===== src/rtl/pctf_pkg.sv =====
package pctf_pkg;

	localparam int FIFO_DEPTH  = 512;
	localparam int CHUNK_BYTES = 32;

	localparam int PTR_W     = $clog2(FIFO_DEPTH);
	localparam int CNT_W     = $clog2(FIFO_DEPTH + 1);
	localparam int CHUNK_W   = $clog2(CHUNK_BYTES + 1);
	localparam int ELAPSED_W = 17;
	localparam int GAP_W     = 16;

	localparam logic [ELAPSED_W-1:0] ELAPSED_MAX = {ELAPSED_W{1'b1}};

	localparam logic IN_WRITE = 1'b0;
	localparam logic IN_TICK  = 1'b1;

	localparam logic [1:0] RES_ACK   = 2'd0;
	localparam logic [1:0] RES_CHUNK = 2'd1;
	localparam logic [1:0] RES_IDLE  = 2'd2;

	typedef struct packed {
		logic       kind;
		logic [7:0] data_byte;
	} in_item_t;

	typedef struct packed {
		logic [1:0] result_kind;
		logic [7:0] chunk_byte;
		logic       last_in_chunk;
		logic       write_dropped;
		logic       buffer_empty;
	} out_item_t;

endpackage


===== src/rtl/paced_chunk_tx_fifo.sv =====
// a write acknowledge or an idle tick result is offered in the cycle after the word is
// accepted; each burst byte passes through a read state, which uses the registered read
// port of the byte store, and then a send state that holds while out_stall is high. a new
// input word is taken once the last result of the previous one has been taken.
// reset clears pointers, fill count, elapsed ticks and the gap register; the store is not
// cleared.
module paced_chunk_tx_fifo (
	input  logic                clk,
	input  logic                arst_n,
	input  logic                in_valid,
	output logic                in_stall,
	input  pctf_pkg::in_item_t  in_item,
	output logic                out_valid,
	input  logic                out_stall,
	output pctf_pkg::out_item_t out_item,
	input  logic                cfg_we,
	input  logic [15:0]         cfg_data
);
	import pctf_pkg::*;

	typedef enum logic [2:0] {
		ST_IDLE = 3'b001,
		ST_READ = 3'b010,
		ST_SEND = 3'b100
	} state_t;

	state_t                state_q;
	logic [7:0]            mem_q [FIFO_DEPTH];
	logic [7:0]            rd_q;
	logic [PTR_W-1:0]      wp_q;
	logic [PTR_W-1:0]      rp_q;
	logic [CNT_W-1:0]      fill_q;
	logic [ELAPSED_W-1:0]  elapsed_q;
	logic [GAP_W-1:0]      gap_q;
	logic [CHUNK_W-1:0]    n_q;
	logic                  more_q;
	out_item_t             out_q;

	logic                  accept;
	logic                  full;
	logic                  mem_we;
	logic [CNT_W-1:0]      fill_dec;
	logic [CNT_W-1:0]      fill_inc;
	logic [ELAPSED_W-1:0]  elapsed_next;
	logic                  send_now;
	logic                  last_byte;

	function automatic logic [PTR_W-1:0] next_ptr(input logic [PTR_W-1:0] p);
		return (p == PTR_W'(FIFO_DEPTH - 1)) ? '0 : p + 1'b1;
	endfunction

	assign in_stall     = (state_q != ST_IDLE);
	assign accept       = in_valid && !in_stall;
	assign full         = (fill_q == CNT_W'(FIFO_DEPTH));
	assign mem_we       = accept && (in_item.kind == IN_WRITE) && !full;
	assign fill_dec     = fill_q - 1'b1;
	assign fill_inc     = fill_q + 1'b1;
	assign elapsed_next = (elapsed_q == ELAPSED_MAX) ? elapsed_q : elapsed_q + 1'b1;
	assign send_now     = (fill_q != '0) && (elapsed_next > ELAPSED_W'(gap_q));
	assign last_byte    = (n_q + 1'b1 == CHUNK_W'(CHUNK_BYTES)) || (fill_dec == '0);

	assign out_valid = (state_q == ST_SEND);
	assign out_item  = out_q;

	// byte store, registered read port follows the read pointer
	always_ff @(posedge clk) begin
		if (mem_we) begin
			mem_q[wp_q] <= in_item.data_byte;
		end
		rd_q <= mem_q[rp_q];
	end

	always_ff @(posedge clk or negedge arst_n) begin
		if (!arst_n) begin
			gap_q <= '0;
		end else if (cfg_we) begin
			gap_q <= cfg_data;
		end
	end

	always_ff @(posedge clk or negedge arst_n) begin
		if (!arst_n) begin
			state_q   <= ST_IDLE;
			wp_q      <= '0;
			rp_q      <= '0;
			fill_q    <= '0;
			elapsed_q <= '0;
			n_q       <= '0;
			more_q    <= 1'b0;
		end else begin
			case (state_q)
				ST_IDLE: begin
					if (accept) begin
						if (in_item.kind == IN_WRITE) begin
							if (!full) begin
								wp_q   <= next_ptr(wp_q);
								fill_q <= fill_inc;
							end
							more_q  <= 1'b0;
							state_q <= ST_SEND;
						end else if (send_now) begin
							elapsed_q <= '0;
							n_q       <= '0;
							state_q   <= ST_READ;
						end else begin
							elapsed_q <= elapsed_next;
							more_q    <= 1'b0;
							state_q   <= ST_SEND;
						end
					end
				end
				ST_READ: begin
					rp_q    <= next_ptr(rp_q);
					fill_q  <= fill_dec;
					n_q     <= n_q + 1'b1;
					more_q  <= !last_byte;
					state_q <= ST_SEND;
				end
				ST_SEND: begin
					if (!out_stall) begin
						state_q <= more_q ? ST_READ : ST_IDLE;
					end
				end
				default: begin
					state_q <= ST_IDLE;
				end
			endcase
		end
	end

	// result word, no reset needed
	always_ff @(posedge clk) begin
		case (state_q)
			ST_IDLE: begin
				if (accept) begin
					out_q.chunk_byte    <= '0;
					out_q.last_in_chunk <= 1'b0;
					if (in_item.kind == IN_WRITE) begin
						out_q.result_kind   <= RES_ACK;
						out_q.write_dropped <= full;
						out_q.buffer_empty  <= full ? (fill_q == '0) : (fill_inc == '0);
					end else begin
						out_q.result_kind   <= RES_IDLE;
						out_q.write_dropped <= 1'b0;
						out_q.buffer_empty  <= (fill_q == '0);
					end
				end
			end
			ST_READ: begin
				out_q.result_kind   <= RES_CHUNK;
				out_q.chunk_byte    <= rd_q;
				out_q.last_in_chunk <= last_byte;
				out_q.write_dropped <= 1'b0;
				out_q.buffer_empty  <= (fill_dec == '0);
			end
			default: begin
				out_q <= out_q;
			end
		endcase
	end

endmodule

===== config.mk =====
export PLATFORM = sky130hd
export DESIGN_NAME = paced_chunk_tx_fifo
export DESIGN_NICKNAME = d
export VERILOG_FILES = /design/src/rtl/pctf_pkg.sv /design/src/rtl/paced_chunk_tx_fifo.sv
export SDC_FILE = /design/constraint.sdc
export NUM_CORES = 2
export LEC_CHECK = 0
export ABC_AREA = 1
export BUFFER_PORTS_ARGS = -buffer_cell sky130_fd_sc_hd__buf_4
export CAP_MARGIN = 20
export CORE_ASPECT_RATIO = 0.9
export CORE_MARGIN = 4
export CORE_UTILIZATION = 40
export CTS_BUF_LIST = sky130_fd_sc_hd__clkbuf_4
export DETAILED_ROUTE_END_ITERATION = 16
export GPL_TIMING_DRIVEN = 1
export HOLD_SLACK_MARGIN = 0.05
export PLACE_DENSITY = 0.64
export SYNTH_ARGS = -nofsm -noshare
export SYNTH_HDL_FRONTEND = slang
export SYNTH_SLANG_ARGS = --single-unit

===== constraint.sdc =====
create_clock -name clk -period 4.07 [get_ports clk]
set_clock_uncertainty 0.1 [all_clocks]
set_input_delay 0.2035 -clock clk [delete_from_list [all_inputs] [get_ports clk]]
set_output_delay 0.2035 -clock clk [all_outputs]
set_load 0.1 [all_outputs]

==> out/results.tsv <==
stage	metric	value	unit
detailed_routing	Post-route DRC	0	
detailed_routing	initial drt markers	14793	
cts	CTS tree	done	
place	hpwl dp	277000	um
floorplan	initial core utilization	0.402	
synthesis	EDFF count, synth	4109	
final_layout	# nets final	15421	
worst_setup_path	data required time of the critical path	5160	ps
floorplan	chip width	697	um
cts	CTS buffer count	1116	
synthesis	yosys warns	0	
cts	clock-pin slew of the registers on the worst-case setup and hold paths	60	ps
grt	initial antenna violation count	19	
synthesis	Seq cells post-synth	4188	
synthesis	Synthesized Nets	14536	
sta	Max-slew headroom	0.261	
place	Placed Area	0.180	mm2
final_layout	share of layout cells above drive strength 1	0.145	
place	count of port buffers added during placement	44	
cts	clock root buffer	clkbuf_4	
sta	Final min period	3930	ps
worst_setup_path	Critical R2R Launch	state_q[0]	
grt	GRT Residual Overflow	0	
grt	largest net degree at the start of global routing	134	
final_layout	final core occ	0.456	
sta	final slew viol count	0	
synthesis	Post-synth ARST share	0.0170	
worst_setup_path	WP data arrival	5010	ps
floorplan	core footprint	0.425	mm2
detailed_routing	Avg WL per Cell	22.3	um
power	maximum VDD drop	0.000482	V
final_layout	area grow syn2layout	13.5	%
job	Max Cap Viol	0	
floorplan	die area	0.438	mm2
min_path	hold path startpoint	in_item[7]	
sta	Tightest Pin Transition	1110	ps
power	Overall Power	117	mW
synthesis	top_reg_cell synth	edfxtp_1	
floorplan	num ports	45	
outcome	status	completed	
sta	Final Hold Violating Endpoints	0	
place	gpl congestion	0.891	
detailed_routing	via count	117706	
synthesis	Cell Area, Synth	0.171	mm2
sta	fin crit share	0.965	
detailed_routing	vias per cell	5.45	
detailed_routing	1st-pass router iterations	6	
grt	first-pass GRT wire length	714000	um
grt	Total GRT Usage	0.215	
worst_setup_path	crit-path max FO	16	
floorplan	Die H	628	um
final_layout	commonest non-fill, non-tap cell in the layout	nand2_1	
sta	fmax	255	MHz
worst_setup_path	crit path from	state_q[0]	
sta	Hold WS	254	ps
cts	Sink Count	4188	
worst_setup_path	crit start category	flip-flop	
final_layout	commonest non-fill, non-tap cells in the layout	4260 x nand2_1, 4116 x nand3_1, 4109 x edfxtp_1	
cts	Clock Latency Late Sink	1650	ps
synthesis	Unique masters post-synth	41	
power	Pleak	69.0	nW
grt	vias in the first global route	112911	
cts	clk buf depth	5	
min_path	Hold WC Path Type	in -> reg	
worst_setup_path	Worst Setup End Kind	flip-flop	
power	P per Cell Area	600	mW/mm2
cts	H-tree Lvls	7	
floorplan	row count	227	
sta	Final setup viols	0	
final_layout	post-route cell area	0.194	mm2
synthesis	sequential share of the synthesized area	0.733	
detailed_routing	ANT nets after route	0	
synthesis	Syn Inst Count	14478	
sta	setup TNS	0	ps
worst_setup_path	CP Class	reg -> reg	
detailed_routing	Post-Route WL	481000	um
synthesis	average cell area after synthesis	11.8	um2
[flip-flops by register name, indices dropped and copies added, names as in the netlist, 8 cells and up]
name,flops
rd_q,8
fill_q,10
out_item,13
rp_q,9
wp_q,9
mem_q,4096
gap_q,16
elapsed_q,17
[where the power goes]
part / total, mW / internal (mW) / switching [mW] / leakage [nW]
Clock: 34.3 / 17.9 / 16.4 / 7.60
Sequential: 48.0 / 47.6 / 0.392 / 37.9
Combinational: 34.2 / 9.44 / 24.7 / 23.5
Total: 117 / 75.0 / 41.5 / 69.0
[worst max-delay path, stage by stage (launching register included)]
cell     delay (ps)
dfstp_2         540
inv_1            70
nor3_4          200
nand2_1         130
nor2_1          150
nand2_2         380
nor2_1          550
nand2_2         530
nor2_1          750
[area by class of cell]
type	instances	area (um2)
timing repair inverter	1	7.51
multi-input combinational	9178	40500
tap	5610	7020
sequential	4188	125000
inverter	108	473
fill	38316	231000
timing repair buffer	770	8180
clock buffer	1529	11500
clock inverter	202	1120
antenna	17	42.5
[per-stage QoR]
| stage | instances | setup slack, ps |
|---|---|---|
| 2_1_floorplan | 14478 | 771 |
| 3_3_place_gp | 19745 | 144 |
| 3_5_place_dp | 19745 | 282 |
| 4_1_cts | 21584 | 217 |
| 5_1_grt | 21597 | -9.14 |
| 6_report | 21603 | 143 |
[metal layers]
metal  share of wire  global-route usage  up-vias
met5         0.00024                   0        -
met4           0.036              0.0924        8
met3           0.097              0.0481     1002
met2            0.46               0.329     5893
met1            0.41               0.296    57018
li1                -                   -    53785
[cell families (layout without fill, tap and decap cells)]
| kind of cell | Yosys count | in the layout | synth area share |
|---|---|---|---|
| buf+inv | 1112 | 2610 | 0.0315 |
| other cells | 0 | 17 | 0 |
| simple gates | 9042 | 9042 | 0.230 |
| compound gates | 77 | 77 | 0.00241 |
| fa+ha+maj | 28 | 28 | 0.00205 |
| flops | 4188 | 4188 | 0.733 |
| mux | 1 | 1 | 0.0000658 |
| xor+xnor | 30 | 30 | 0.00154 |
[synth_stat cells (2+ instances only)]
cell type / instances / share of area
buf_6: 9 / 0.00059
ha_1: 28 / 0.0020
nand3_1: 4124 / 0.12
buf_4: 115 / 0.0050
a21oi_1: 15 / 0.00044
clkbuf_1: 216 / 0.0047
nor3b_1: 4 / 0.00018
o21ai_0: 42 / 0.0012
nor2_1: 565 / 0.012
o211ai_1: 2 / 0.000088
buf_1: 96 / 0.0021
edfxtp_1: 4109 / 0.72
nand4_2: 3 / 0.00022
nor4_1: 6 / 0.00022
nand2_1: 4270 / 0.094
or2_2: 4 / 0.00015
dfxtp_1: 8 / 0.00094
nor2_2: 4 / 0.00015
nor3_1: 27 / 0.00079
xnor2_1: 2 / 0.00010
o21ai_1: 5 / 0.00015
buf_2: 568 / 0.017
nand4_1: 17 / 0.00062
nor3_2: 4 / 0.00023
dfrtp_1: 70 / 0.010
xor2_1: 28 / 0.0014
inv_1: 100 / 0.0022
o22ai_1: 10 / 0.00037
nand2_2: 11 / 0.00040
clkinv_1: 5 / 0.00011
[path summary, 6_finish.rpt]
check	to	slack, ps	cells after the start
max	mem_q[159][4]	140	8
min	mem_q[287][7]	250	4
max reg2reg	mem_q[159][4]	140	8
min reg2reg	more_q	380	2
max in group asynchronous	elapsed_q[15]	2400	7
min in group asynchronous	fill_q[7]	660	6
[timing repair]
action,4_1_cts,5_1_grt
setup buffers,0,0
endpoints found under the setup margin,0,16
resized for setup,0,5
hold buffers,108,0
hold endpoints to repair,4869,0
Note: power is estimated with default switching activity, not from simulation.
